$ cat config.mk
export PLATFORM = sky130hd
export DESIGN_NAME = zacwire_temperature_receiver_core
export DESIGN_NICKNAME = d
export VERILOG_FILES = /design/src/rtl/zacw_pkg.sv /design/src/rtl/zacw_front.sv /design/src/rtl/zacw_queue.sv /design/src/rtl/zacw_back.sv /design/src/rtl/zacwire_temperature_receiver_core.sv
export SDC_FILE = /design/constraint.sdc
export NUM_CORES = 1
export LEC_CHECK = 0
export ABC_AREA = 1
export BUFFER_PORTS_ARGS = -buffer_cell sky130_fd_sc_hd__buf_2
export CORE_UTILIZATION = 55
export DETAILED_ROUTE_END_ITERATION = 10
export PLACE_DENSITY = 0.8
export SKIP_CTS_REPAIR_TIMING = 1
export SLEW_MARGIN = 20
export SYNTH_ARGS = -nofsm -noshare
export SYNTH_HDL_FRONTEND = slang
export SYNTH_HIERARCHICAL = 1
export SYNTH_SLANG_ARGS = --single-unit
$ cat constraint.sdc
create_clock -name clk -period 14.8 [get_ports clk]
set_input_delay 2.96 -clock clk [delete_from_list [all_inputs] [get_ports clk]]
set_output_delay 2.96 -clock clk [all_outputs]
set_load 0.05 [all_outputs]
$ cat src/rtl/zacw_pkg.sv
`timescale 1ns / 1ps
// ----------------------------------------------------------------------------
// zacw_pkg
// Shared constants, codes and types of the single-wire temperature receiver.
// ----------------------------------------------------------------------------
package zacw_pkg;

    // Packet and counter geometry
    localparam int BITS_PER_PACKET    = 9;
    localparam int TICK_COUNTER_WIDTH = 16;
    localparam int BIT_INDEX_WIDTH    = $clog2(BITS_PER_PACKET + 1);

    // Configuration registers
    localparam int CFG_WIDTH       = 16;
    localparam int CFG_INDEX_WIDTH = 1;
    localparam logic [CFG_INDEX_WIDTH-1:0] REG_SETTLE       = 1'b0;
    localparam logic [CFG_INDEX_WIDTH-1:0] REG_SAMPLE_DELAY = 1'b1;
    localparam logic [CFG_WIDTH-1:0] SETTLE_RESET       = 16'd60;
    localparam logic [CFG_WIDTH-1:0] SAMPLE_DELAY_RESET = 16'd60;

    localparam int CMP_WIDTH = (TICK_COUNTER_WIDTH > CFG_WIDTH) ?
                               TICK_COUNTER_WIDTH : CFG_WIDTH;

    // Result payload
    localparam int BYTE_WIDTH = 8;
    localparam int RAW_WIDTH  = 16;
    localparam int TEMP_WIDTH = 21;

    // Queue between front and back
    localparam int QUEUE_DEPTH = 4;
    localparam int QPTR_WIDTH  = $clog2(QUEUE_DEPTH);
    localparam int QCNT_WIDTH  = $clog2(QUEUE_DEPTH + 1);

    // Temperature arithmetic: raw*20000/2047 = raw*9 + raw*1577/2047.
    // The fraction part uses a reciprocal of 2^32/2047 and one correction.
    localparam int PROD1_WIDTH = 27;
    localparam int RECIP_WIDTH = 22;
    localparam int PROD2_WIDTH = PROD1_WIDTH + RECIP_WIDTH;
    localparam int RECIP_SHIFT = 32;
    localparam int QUOT_WIDTH  = PROD2_WIDTH - RECIP_SHIFT;
    localparam int WHOLE_WIDTH = 20;
    localparam int DIV_SHIFT   = 11;
    localparam logic [PROD1_WIDTH-1:0] SPAN_FRAC = 27'd1577;
    localparam logic [RECIP_WIDTH-1:0] RECIP     = 22'd2098176;
    localparam logic [PROD1_WIDTH:0]   DIVISOR   = 28'd2047;
    localparam logic [TEMP_WIDTH-1:0]  OFFSET    = 21'd5000;

    typedef enum logic [6:0] {
        PH_IDLE      = 7'b0000001,
        PH_SETTLE    = 7'b0000010,
        PH_SYNC_HIGH = 7'b0000100,
        PH_SYNC_LOW  = 7'b0001000,
        PH_BIT_HIGH  = 7'b0010000,
        PH_DELAY     = 7'b0100000,
        PH_BIT_LOW   = 7'b1000000
    } phase_t;

    // One tick's word from the front to the back
    typedef struct packed {
        logic                 power;
        logic                 done;
        logic                 err;
        logic [RAW_WIDTH-1:0] raw;
    } front_word_t;

endpackage

$ cat src/rtl/zacw_front.sv
`timescale 1ns / 1ps
// ----------------------------------------------------------------------------
// zacw_front
// Tick engine: line protocol state machine, bit sampling and parity.
// ----------------------------------------------------------------------------
module zacw_front (
    input  logic                           clk,
    input  logic                           rst_n,
    input  logic                           accept,
    input  logic                           start_request,
    input  logic                           line_level,
    input  logic [zacw_pkg::CFG_WIDTH-1:0] settle_ticks,
    input  logic [zacw_pkg::CFG_WIDTH-1:0] sample_delay_ticks,
    output zacw_pkg::front_word_t          word
);
    import zacw_pkg::*;

    localparam logic [TICK_COUNTER_WIDTH-1:0] CNT_MAX = '1;

    phase_t                          phase_reg, phase_next;
    logic [TICK_COUNTER_WIDTH-1:0]   tick_reg, tick_next, tick_inc;
    logic [BIT_INDEX_WIDTH-1:0]      idx_reg, idx_next, idx_inc;
    logic [BITS_PER_PACKET-1:0]      shift_reg, shift_next, shift_smp, fin_shift;
    logic                            par_reg, par_next, par_smp, fin_par;
    logic [BYTE_WIDTH-1:0]           first_reg, first_next, data;
    logic                            pn_reg, pn_next;
    logic                            es_reg, es_next, err_all;
    logic                            finish;
    logic [CFG_WIDTH-1:0]            settle_lim, delay_lim;
    logic                            settle_hit, delay_hit;

    always_comb
    begin
        phase_next = phase_reg;
        tick_next  = tick_reg;
        idx_next   = idx_reg;
        shift_next = shift_reg;
        par_next   = par_reg;
        first_next = first_reg;
        pn_next    = pn_reg;
        es_next    = es_reg;
        word       = '0;
        finish     = 1'b0;
        fin_shift  = shift_reg;
        fin_par    = par_reg;

        tick_inc   = (tick_reg < CNT_MAX) ? tick_reg + 1'b1 : tick_reg;
        settle_lim = (settle_ticks == '0) ? CFG_WIDTH'(1) : settle_ticks;
        delay_lim  = (sample_delay_ticks == '0) ? CFG_WIDTH'(1) : sample_delay_ticks;
        settle_hit = (CMP_WIDTH'(tick_inc) >= CMP_WIDTH'(settle_lim)) ||
                     (tick_inc == CNT_MAX);
        delay_hit  = (CMP_WIDTH'(tick_inc) >= CMP_WIDTH'(delay_lim)) ||
                     (tick_inc == CNT_MAX);
        shift_smp  = {shift_reg[BITS_PER_PACKET-2:0], line_level};
        par_smp    = par_reg ^ line_level;
        idx_inc    = idx_reg + 1'b1;

        case (phase_reg)
            PH_SETTLE:
            begin
                tick_next = tick_inc;
                if (settle_hit)
                    phase_next = PH_SYNC_HIGH;
            end
            PH_SYNC_HIGH:
            begin
                if (!line_level)
                    phase_next = PH_SYNC_LOW;
            end
            PH_SYNC_LOW:
            begin
                if (line_level)
                begin
                    idx_next   = '0;
                    shift_next = '0;
                    par_next   = 1'b0;
                    phase_next = PH_BIT_HIGH;
                end
            end
            PH_BIT_HIGH:
            begin
                if (!line_level)
                begin
                    tick_next  = '0;
                    phase_next = PH_DELAY;
                end
            end
            PH_DELAY:
            begin
                tick_next = tick_inc;
                if (delay_hit)
                begin
                    shift_next = shift_smp;
                    par_next   = par_smp;
                    idx_next   = idx_inc;
                    fin_shift  = shift_smp;
                    fin_par    = par_smp;
                    if (!line_level)
                        phase_next = PH_BIT_LOW;
                    else if (idx_inc >= BIT_INDEX_WIDTH'(BITS_PER_PACKET))
                        finish = 1'b1;
                    else
                        phase_next = PH_BIT_HIGH;
                end
            end
            PH_BIT_LOW:
            begin
                if (line_level)
                begin
                    if (idx_reg >= BIT_INDEX_WIDTH'(BITS_PER_PACKET))
                        finish = 1'b1;
                    else
                        phase_next = PH_BIT_HIGH;
                end
            end
            default:
            begin
                // Idle, and any stray code recovers here
                phase_next = PH_IDLE;
                if (start_request)
                begin
                    tick_next  = '0;
                    pn_next    = 1'b0;
                    es_next    = 1'b0;
                    phase_next = PH_SETTLE;
                end
            end
        endcase

        data    = BYTE_WIDTH'(fin_shift >> 1);
        err_all = es_reg | fin_par;
        if (finish)
        begin
            if (!pn_reg)
            begin
                first_next = data;
                es_next    = err_all;
                pn_next    = 1'b1;
                phase_next = PH_SYNC_HIGH;
            end
            else
            begin
                word.done  = 1'b1;
                word.err   = err_all;
                word.raw   = {first_reg, data};
                phase_next = PH_IDLE;
                pn_next    = 1'b0;
                es_next    = 1'b0;
            end
        end
        word.power = (phase_next != PH_IDLE);
    end

    always_ff @(posedge clk or negedge rst_n)
    begin
        if (!rst_n)
        begin
            phase_reg <= PH_IDLE;
            tick_reg  <= '0;
            idx_reg   <= '0;
            shift_reg <= '0;
            par_reg   <= 1'b0;
            first_reg <= '0;
            pn_reg    <= 1'b0;
            es_reg    <= 1'b0;
        end
        else if (accept)
        begin
            phase_reg <= phase_next;
            tick_reg  <= tick_next;
            idx_reg   <= idx_next;
            shift_reg <= shift_next;
            par_reg   <= par_next;
            first_reg <= first_next;
            pn_reg    <= pn_next;
            es_reg    <= es_next;
        end
    end

endmodule

$ cat src/rtl/zacw_queue.sv
`timescale 1ns / 1ps
// ----------------------------------------------------------------------------
// zacw_queue
// Short register queue that decouples the tick engine from the back end.
// ----------------------------------------------------------------------------
module zacw_queue (
    input  logic                  clk,
    input  logic                  rst_n,
    input  logic                  wr,
    input  zacw_pkg::front_word_t wr_word,
    output logic                  q_full,
    input  logic                  rd,
    output zacw_pkg::front_word_t rd_word,
    output logic                  q_empty
);
    import zacw_pkg::*;

    front_word_t           mem_reg [QUEUE_DEPTH];
    logic [QPTR_WIDTH-1:0] wp_reg, rp_reg;
    logic [QCNT_WIDTH-1:0] cnt_reg;
    logic                  do_wr, do_rd;

    assign q_full  = (cnt_reg == QCNT_WIDTH'(QUEUE_DEPTH));
    assign q_empty = (cnt_reg == '0);
    assign do_wr   = wr && !q_full;
    assign do_rd   = rd && !q_empty;
    assign rd_word = mem_reg[rp_reg];

    always_ff @(posedge clk)
    begin
        if (do_wr)
            mem_reg[wp_reg] <= wr_word;
    end

    always_ff @(posedge clk or negedge rst_n)
    begin
        if (!rst_n)
        begin
            wp_reg  <= '0;
            rp_reg  <= '0;
            cnt_reg <= '0;
        end
        else
        begin
            if (do_wr)
                wp_reg <= (wp_reg == QPTR_WIDTH'(QUEUE_DEPTH - 1)) ? '0 : wp_reg + 1'b1;
            if (do_rd)
                rp_reg <= (rp_reg == QPTR_WIDTH'(QUEUE_DEPTH - 1)) ? '0 : rp_reg + 1'b1;
            if (do_wr && !do_rd)
                cnt_reg <= cnt_reg + 1'b1;
            else if (do_rd && !do_wr)
                cnt_reg <= cnt_reg - 1'b1;
        end
    end

endmodule

$ cat src/rtl/zacw_back.sv
`timescale 1ns / 1ps
// ----------------------------------------------------------------------------
// zacw_back
// Four-stage elastic pipeline that turns the raw value into centidegrees.
// ----------------------------------------------------------------------------
module zacw_back (
    input  logic                                clk,
    input  logic                                rst_n,
    input  zacw_pkg::front_word_t               in_word,
    input  logic                                in_empty,
    output logic                                in_pop,
    output logic                                empty,
    input  logic                                pop,
    output logic                                power_enable,
    output logic                                done_res,
    output logic                                parity_error,
    output logic [zacw_pkg::RAW_WIDTH-1:0]      raw_value,
    output logic signed [zacw_pkg::TEMP_WIDTH-1:0] temperature_centi
);
    import zacw_pkg::*;

    logic v1_reg, v2_reg, v3_reg, v4_reg;
    logic rdy1, rdy2, rdy3, rdy4;

    front_word_t             w1_reg, w2_reg, w3_reg, w4_reg;
    logic [PROD1_WIDTH-1:0]  p1_reg, p2_reg;
    logic [WHOLE_WIDTH-1:0]  n1_reg, n2_reg, n3_reg;
    logic [QUOT_WIDTH-1:0]   q0_reg, q3_reg;
    logic [TEMP_WIDTH-1:0]   t4_reg;

    logic [PROD2_WIDTH-1:0]  prod2;
    logic [PROD1_WIDTH:0]    q0_times, rem;
    logic [QUOT_WIDTH-1:0]   q_fix;
    logic [TEMP_WIDTH-1:0]   temp_sum;

    assign rdy4   = !v4_reg || pop;
    assign rdy3   = !v3_reg || rdy4;
    assign rdy2   = !v2_reg || rdy3;
    assign rdy1   = !v1_reg || rdy2;
    assign in_pop = !in_empty && rdy1;

    // Reciprocal estimate, then one compare and subtract
    assign prod2    = PROD2_WIDTH'(p1_reg) * PROD2_WIDTH'(RECIP);
    assign q0_times = ((PROD1_WIDTH + 1)'(q0_reg) << DIV_SHIFT) - (PROD1_WIDTH + 1)'(q0_reg);
    assign rem      = (PROD1_WIDTH + 1)'(p2_reg) - q0_times;
    assign q_fix    = q0_reg + QUOT_WIDTH'(rem >= DIVISOR);
    assign temp_sum = TEMP_WIDTH'(n3_reg) + TEMP_WIDTH'(q3_reg) - OFFSET;

    always_ff @(posedge clk or negedge rst_n)
    begin
        if (!rst_n)
        begin
            v1_reg <= 1'b0;
            v2_reg <= 1'b0;
            v3_reg <= 1'b0;
            v4_reg <= 1'b0;
        end
        else
        begin
            if (rdy1)
                v1_reg <= in_pop;
            if (rdy2)
                v2_reg <= v1_reg;
            if (rdy3)
                v3_reg <= v2_reg;
            if (rdy4)
                v4_reg <= v3_reg;
        end
    end

    always_ff @(posedge clk)
    begin
        if (in_pop)
        begin
            w1_reg <= in_word;
            p1_reg <= PROD1_WIDTH'(in_word.raw) * SPAN_FRAC;
            n1_reg <= (WHOLE_WIDTH'(in_word.raw) << 3) + WHOLE_WIDTH'(in_word.raw);
        end
        if (rdy2 && v1_reg)
        begin
            w2_reg <= w1_reg;
            n2_reg <= n1_reg;
            p2_reg <= p1_reg;
            q0_reg <= prod2[PROD2_WIDTH-1:RECIP_SHIFT];
        end
        if (rdy3 && v2_reg)
        begin
            w3_reg <= w2_reg;
            n3_reg <= n2_reg;
            q3_reg <= q_fix;
        end
        if (rdy4 && v3_reg)
        begin
            w4_reg <= w3_reg;
            // Hold temperature at zero on ticks without a result
            t4_reg <= w3_reg.done ? temp_sum : '0;
        end
    end

    assign empty             = !v4_reg;
    assign power_enable      = w4_reg.power;
    assign done_res          = w4_reg.done;
    assign parity_error      = w4_reg.err;
    assign raw_value         = w4_reg.raw;
    assign temperature_centi = $signed(t4_reg);

endmodule

$ cat src/rtl/zacwire_temperature_receiver_core.sv
`timescale 1ns / 1ps
// ----------------------------------------------------------------------------
// zacwire_temperature_receiver_core
// Single-wire sensor receiver: powers the sensor, reads two parity-checked
// packets and reports the raw word and the temperature in centidegrees.
// ----------------------------------------------------------------------------
//  channel   | handshake          | payload
//  ----------+--------------------+-------------------------------------------
//  tick in   | push / full        | start_request, line_level
//  result    | empty / pop        | power_enable, done_res, parity_error,
//            |                    | raw_value, temperature_centi
//  config    | cfg_write          | cfg_index, cfg_data
//
//  One tick word is accepted per cycle while full is low; every tick gives
//  one result word. The state machine steps once per accepted tick; the
//  result word reaches the result ports through the queue write and then
//  four pipeline stages, the queue read sharing an edge with stage one.
//  full rises only when the four-entry queue fills while the result side
//  stalls; the back pipeline stalls stage by stage from pop.
//  Reset clears the state machine, queue and pipeline; registers return to 60.
// ----------------------------------------------------------------------------
module zacwire_temperature_receiver_core (
    input  logic                                   clk,
    input  logic                                   rst_n,
    input  logic                                   push,
    output logic                                   full,
    input  logic                                   start_request,
    input  logic                                   line_level,
    output logic                                   empty,
    input  logic                                   pop,
    output logic                                   power_enable,
    output logic                                   done_res,
    output logic                                   parity_error,
    output logic [zacw_pkg::RAW_WIDTH-1:0]         raw_value,
    output logic signed [zacw_pkg::TEMP_WIDTH-1:0] temperature_centi,
    input  logic                                   cfg_write,
    input  logic [zacw_pkg::CFG_INDEX_WIDTH-1:0]   cfg_index,
    input  logic [zacw_pkg::CFG_WIDTH-1:0]         cfg_data
);
    import zacw_pkg::*;

    logic [CFG_WIDTH-1:0] settle_reg, delay_reg;
    front_word_t          f_word, q_word;
    logic                 accept, q_empty, q_pop;

    always_ff @(posedge clk or negedge rst_n)
    begin
        if (!rst_n)
        begin
            settle_reg <= SETTLE_RESET;
            delay_reg  <= SAMPLE_DELAY_RESET;
        end
        else if (cfg_write)
        begin
            case (cfg_index)
                REG_SETTLE:       settle_reg <= cfg_data;
                REG_SAMPLE_DELAY: delay_reg  <= cfg_data;
                default:          ;
            endcase
        end
    end

    assign accept = push && !full;

    zacw_front u_front (
        .clk                (clk),
        .rst_n              (rst_n),
        .accept             (accept),
        .start_request      (start_request),
        .line_level         (line_level),
        .settle_ticks       (settle_reg),
        .sample_delay_ticks (delay_reg),
        .word               (f_word)
    );

    zacw_queue u_queue (
        .clk     (clk),
        .rst_n   (rst_n),
        .wr      (accept),
        .wr_word (f_word),
        .q_full  (full),
        .rd      (q_pop),
        .rd_word (q_word),
        .q_empty (q_empty)
    );

    zacw_back u_back (
        .clk               (clk),
        .rst_n             (rst_n),
        .in_word           (q_word),
        .in_empty          (q_empty),
        .in_pop            (q_pop),
        .empty             (empty),
        .pop               (pop),
        .power_enable      (power_enable),
        .done_res          (done_res),
        .parity_error      (parity_error),
        .raw_value         (raw_value),
        .temperature_centi (temperature_centi)
    );

endmodule

---- After elaboration in Yosys (flattened, before gate mapping) ----
Memory sizes are Yosys's and may differ from the RTL's.
Index checks and enable logic that the tools add are counted.
storage, ports and cells
  input port bits ......................... 24
  memories ................................ 1
  register bits ........................... 335
  memory bits (writable) .................. 76
memories
  memory           depth  width  read ports  clocked after memory_dff  write ports  RTL line          source
  u_queue.mem_reg  4      19     1           0                         1            zacw_queue.sv:18  front_word_t mem_reg [QUEUE_DEPTH];
operators by class
  order comparisons ....................... 6
  eq/ne operators ......................... 15
  multipliers ............................. 2
  bitwise operators ....................... 5
  mux-type cells .......................... 50
  reductions and logical operators ........ 40
  add/subtract/negate cells ............... 12
operators with widths
  cell                    count
  $mux 16                 5
  $mux 7                  10
  $pmux 16 s3             1
  $pmux 7 s6              1
  $mul 27x12->39 const B  1
  $mux 18                 2
  $ge 16x16->1            2
  $logic_not 16->1        2
  $ge 28x11->1 const B    1
  $sub 27x28->28          1
  $sub 28x17->28          1
  $mul 16x11->27 const B  1
  $mux 9                  3
  $add 20x17->21          1
  $sub 21x13->21 const B  1
  $add 19x16->20          1
  $pmux 9 s2              1
  $add 17x1->17           1
  $add 16x1->16 const B   1
  $eq 16x16->1 const B    1
  $lt 16x16->1 const B    1
  $mux 1                  16
  $logic_and 1x1->1       9
  $mux 3                  3
  other kinds (34)        63

---- Longest topological paths before layout ----
  depth in word-level cells ............... 10
  depth in mapped cells ................... 32

---- By module ----
The synthesis kept the hierarchy.
modules (own cells, without submodules)
  module                             area an instance (um2)  instances  seq. area each (um2)  cells an instance
  zacw_back                          16,124.2                1          6,886.6               1,720
  zacw_front                         4,125.2                 1          1,177.4               633
  zacw_queue                         3,593.4                 1          2,457.4               282
  zacwire_temperature_receiver_core  1,330.0                 1          810.8                 142

---- Worst setup path after synthesis ----
Ideal clock, no wire load.
  kind .................................... input to register
  start ................................... input port pop
  end ..................................... register u_queue.cnt_reg[1]
  stages .................................. 12
  slack ................................... 7.189 ns
  arrival ................................. 7.485 ns
  required time ........................... 14.674 ns
  library setup time ...................... 0.126 ns
  buffers on the path ..................... 0
  cell sequence ........................... nor2_1 inv_1 nor2_1 inv_1 nor2_1 a21oi_1 nand2_1 ha_1 inv_1 fa_1 nand2_1 o21ai_0
between the ends
  longest elaborated chain between the ends .. 9
  elaborated cells on any way between the ends .. 11
  classes of those cells .................. mux: 1; reduce/logical: 10
RTL lines
  item                                                RTL line                                 source
  start, declared                                     zacwire_temperature_receiver_core.sv:30  input logic pop,
  $logic_or 1x1->1 (*)                                zacw_back.sv:36                          assign rdy4 = !v4_reg || pop;
  $logic_or 1x1->1 (*)                                zacw_back.sv:37                          assign rdy3 = !v3_reg || rdy4;
  $logic_or 1x1->1 (*)                                zacw_back.sv:38                          assign rdy2 = !v2_reg || rdy3;
  $logic_or 1x1->1 (*)                                zacw_back.sv:39                          assign rdy1 = !v1_reg || rdy2;
  $logic_and 1x1->1 (*)                               zacw_back.sv:40                          assign in_pop = !in_empty && rdy1;
  net q_pop                                           zacwire_temperature_receiver_core.sv:44  logic accept, q_empty, q_pop;
  $logic_and 1x1->1 (*)                               zacw_queue.sv:26                         assign do_rd = rd && !q_empty;
  $logic_not 1->1                                     zacw_queue.sv:49                         if (do_wr && !do_rd)
  $logic_and 1x1->1                                   zacw_queue.sv:49
  $mux 3 / $reduce_bool 2->1 (equally long branches)  -
  end signal, assigned                                zacw_queue.sv:50                         cnt_reg <= cnt_reg + 1'b1;
  end signal, assigned                                zacw_queue.sv:52                         cnt_reg <= cnt_reg - 1'b1;
  end, declared                                       zacw_queue.sv:20                         logic [QCNT_WIDTH-1:0] cnt_reg;
The timed path passes the listed nets; every way through them passes the cells marked *.
A chain may end at the register's enable or synchronous reset.

==> qor.txt <==
Hold Crit Class = reg -> reg
Clock Path Buffers = 3
Crit Path Max Fanout = 79
vias in the first global route = 18.4k
DR vias = 18.6k
Initial Utilization = 55.6%
clk root buf = clkbuf_16
fin crit share = 37.6%
global-route wire length before repair = 88.4 mm
Die X = 216 um
most common cell after layout, fill and taps aside = nand2_1
worst hold slack = 415 ps
CTS Buf Count = 42
slew margin rel. = 31.2%
largest net degree at the start of global routing = 80
Tot GR Track Use = 23.3%
Synth Cell Area = 25200 um2
Pre-Repair DR Iteration Count = 5
commonest cells after routing, fill and taps aside = 650 x nand2_1, 530 x inv_1, 302 x edfxtp_1, 270 x ha_1, 184 x nor2_1
Routed WL = 53.5 mm
Cells after Synth = 2777
number of library cell types mapped by synthesis = 63
via/cell ratio = 5.32
initial antenna violation count = 0
CTS tree = yes
fin worst setup slack = 9230 ps
wire per inst = 15.3 um
Core Footprint = 45300 um2
Worst Max-Slew Pin Slew = 1030 ps
FILL cells = 3704
area grow syn2layout = 9.05%
clk sink count = 392
I/O pins = 66
CP arrival = 5860 ps
die area = 46600 um2
Cell Rows = 78
Clock transition at path regs = 60 ps
total congestion overflow = 0
layout cells sized above 1 = 8.42%
Finished Cell Area = 27500 um2
1st-iter DRT viols = 1325
Ys Warns = 6
post-detail-place hpwl = 40.6 mm
antenna viol nets, final = 0
startpoint types = flop
diode count = 0
Tmin final = 5570 ps
status = completed
predominant post-synthesis flop cell = edfxtp_1
DRC errors left = 0
busiest grt layer = met2
final setup skew = 25.0 ps
nets = 3200
die height = 216 um
final hold viol count = 0
synthesized area per cell = 9.06 um2
Worst Setup End Kind = flop
met1 usage = 28.8%
fraction of registers with async set/reset = 23.0%
Max Slew Vio Count = 0
Largest register FFs = 76
r2r worst-path depth = 19
RSZ-0062 raised after global routing = no
Placer Congestion = 0.959
Post-synth EDFFs = 302
fmax = 180 MHz
Worst-Skew Late Latency = 570 ps
Place WS = 9160 ps
Placed Area = 26100 um2
register area share after synthesis = 45.0%
GR met3 Demand/Resource = 2.90%
final setup fails = 0
Mapped Nets = 3110
Worst EP required = 15100 ps
GR Util met2 = 42.4%
max_cap viols = 0
setup TNS = 0 ps
htree depth = 2
hold path cells = 0
Setup Crit Path Kind = reg -> reg
port bufs = 65
Yosys reg bits = 392
final cells by class:
class | instances | area [um2] | area share (%)
Multi-Input combinational cell | 1802 | 11500 | 42.1
Sequential cell | 392 | 11300 | 41.3
Inverter | 551 | 2080 | 7.56
Clock buffer | 56 | 1150 | 4.18
Tap cell | 600 | 751 | 2.73
Timing Repair Buffer | 78 | 425 | 1.55
Clock inverter | 18 | 174 | 0.634
kinds of logic after synthesis:
group                    after synthesis  share of synthesized area (%)
adder cells (fa/ha/maj)              309                           16.5
XOR/XNOR                              67                           2.36
buffers and inverters                583                           9.20
AND/OR/NAND/NOR                     1108                           19.2
flip-flops                           392                           45.0
AO/OA/AOI/OAI                        318                           7.71
path summary, 6_finish.rpt:
path,startpoint,slack (ps),end
max reg2reg,u_queue/rp_reg[0],9230,u_back/p1_reg[20]
max,u_queue/rp_reg[0],9230,u_back/p1_reg[20]
min in group asynchronous,rst_n,2340,u_front/shift_reg[0]
min,u_back/w3_reg[3],410,u_back/raw_value[3]
min reg2reg,u_back/w3_reg[3],410,u_back/raw_value[3]
max in group asynchronous,rst_n,11340,u_front/idx_reg[3]
per-stage QoR:
stage,instances,util [%]
CTS,3497,60.6
global placement,3423,57.7
detailed placement,3423,57.7
floorplan,2777,-
finish,3497,60.6
global route,3497,60.6
Yosys cell counts (all sizes together), types with 8 or more instances:
library cell | number | area share [%]
nand2 | 674 | 11
inv | 548 | 8.2
edfxtp | 302 | 36
ha | 270 | 13
nor2 | 203 | 3.5
nand3 | 143 | 3.0
a21oi | 117 | 2.3
o21ai | 98 | 2.0
dfrtp | 81 | 8.1
xor2 | 48 | 1.7
o211ai | 41 | 1.6
fa | 39 | 3.1
nand4 | 32 | 0.82
nor3 | 25 | 0.58
buf | 24 | 0.84
xnor2 | 19 | 0.66
o22ai | 17 | 0.42
nor4 | 13 | 0.32
dfstp | 9 | 0.94
a21o | 8 | 0.24
clkbuf | 8 | 0.12
nand3b | 8 | 0.24
per-layer routing:
metal	up-vias	share of wire (%)
met2	463	51
met1	8770	42
li1	9290	-
met4	0	2.3
met5	-	0
met3	92	4.8
critical path: stages, from the launching register on:
cell and delay [ps]:
dfrtp_2 340, buf_4 650, nand2_1 180, o211ai_1 160
nand2_1 240, ha_1 350, inv_1 50, fa_1 490
inv_1 50, fa_1 530, fa_1 420, ha_1 310
ha_1 350, a21oi_1 170, inv_1 80, a21oi_1 140
nand2_1 70, a31oi_1 360, o21ai_0 180, xor2_1 160
Power is not shown: default switching activity piles up to over one toggle a cycle in this logic, so the estimate is an artifact.
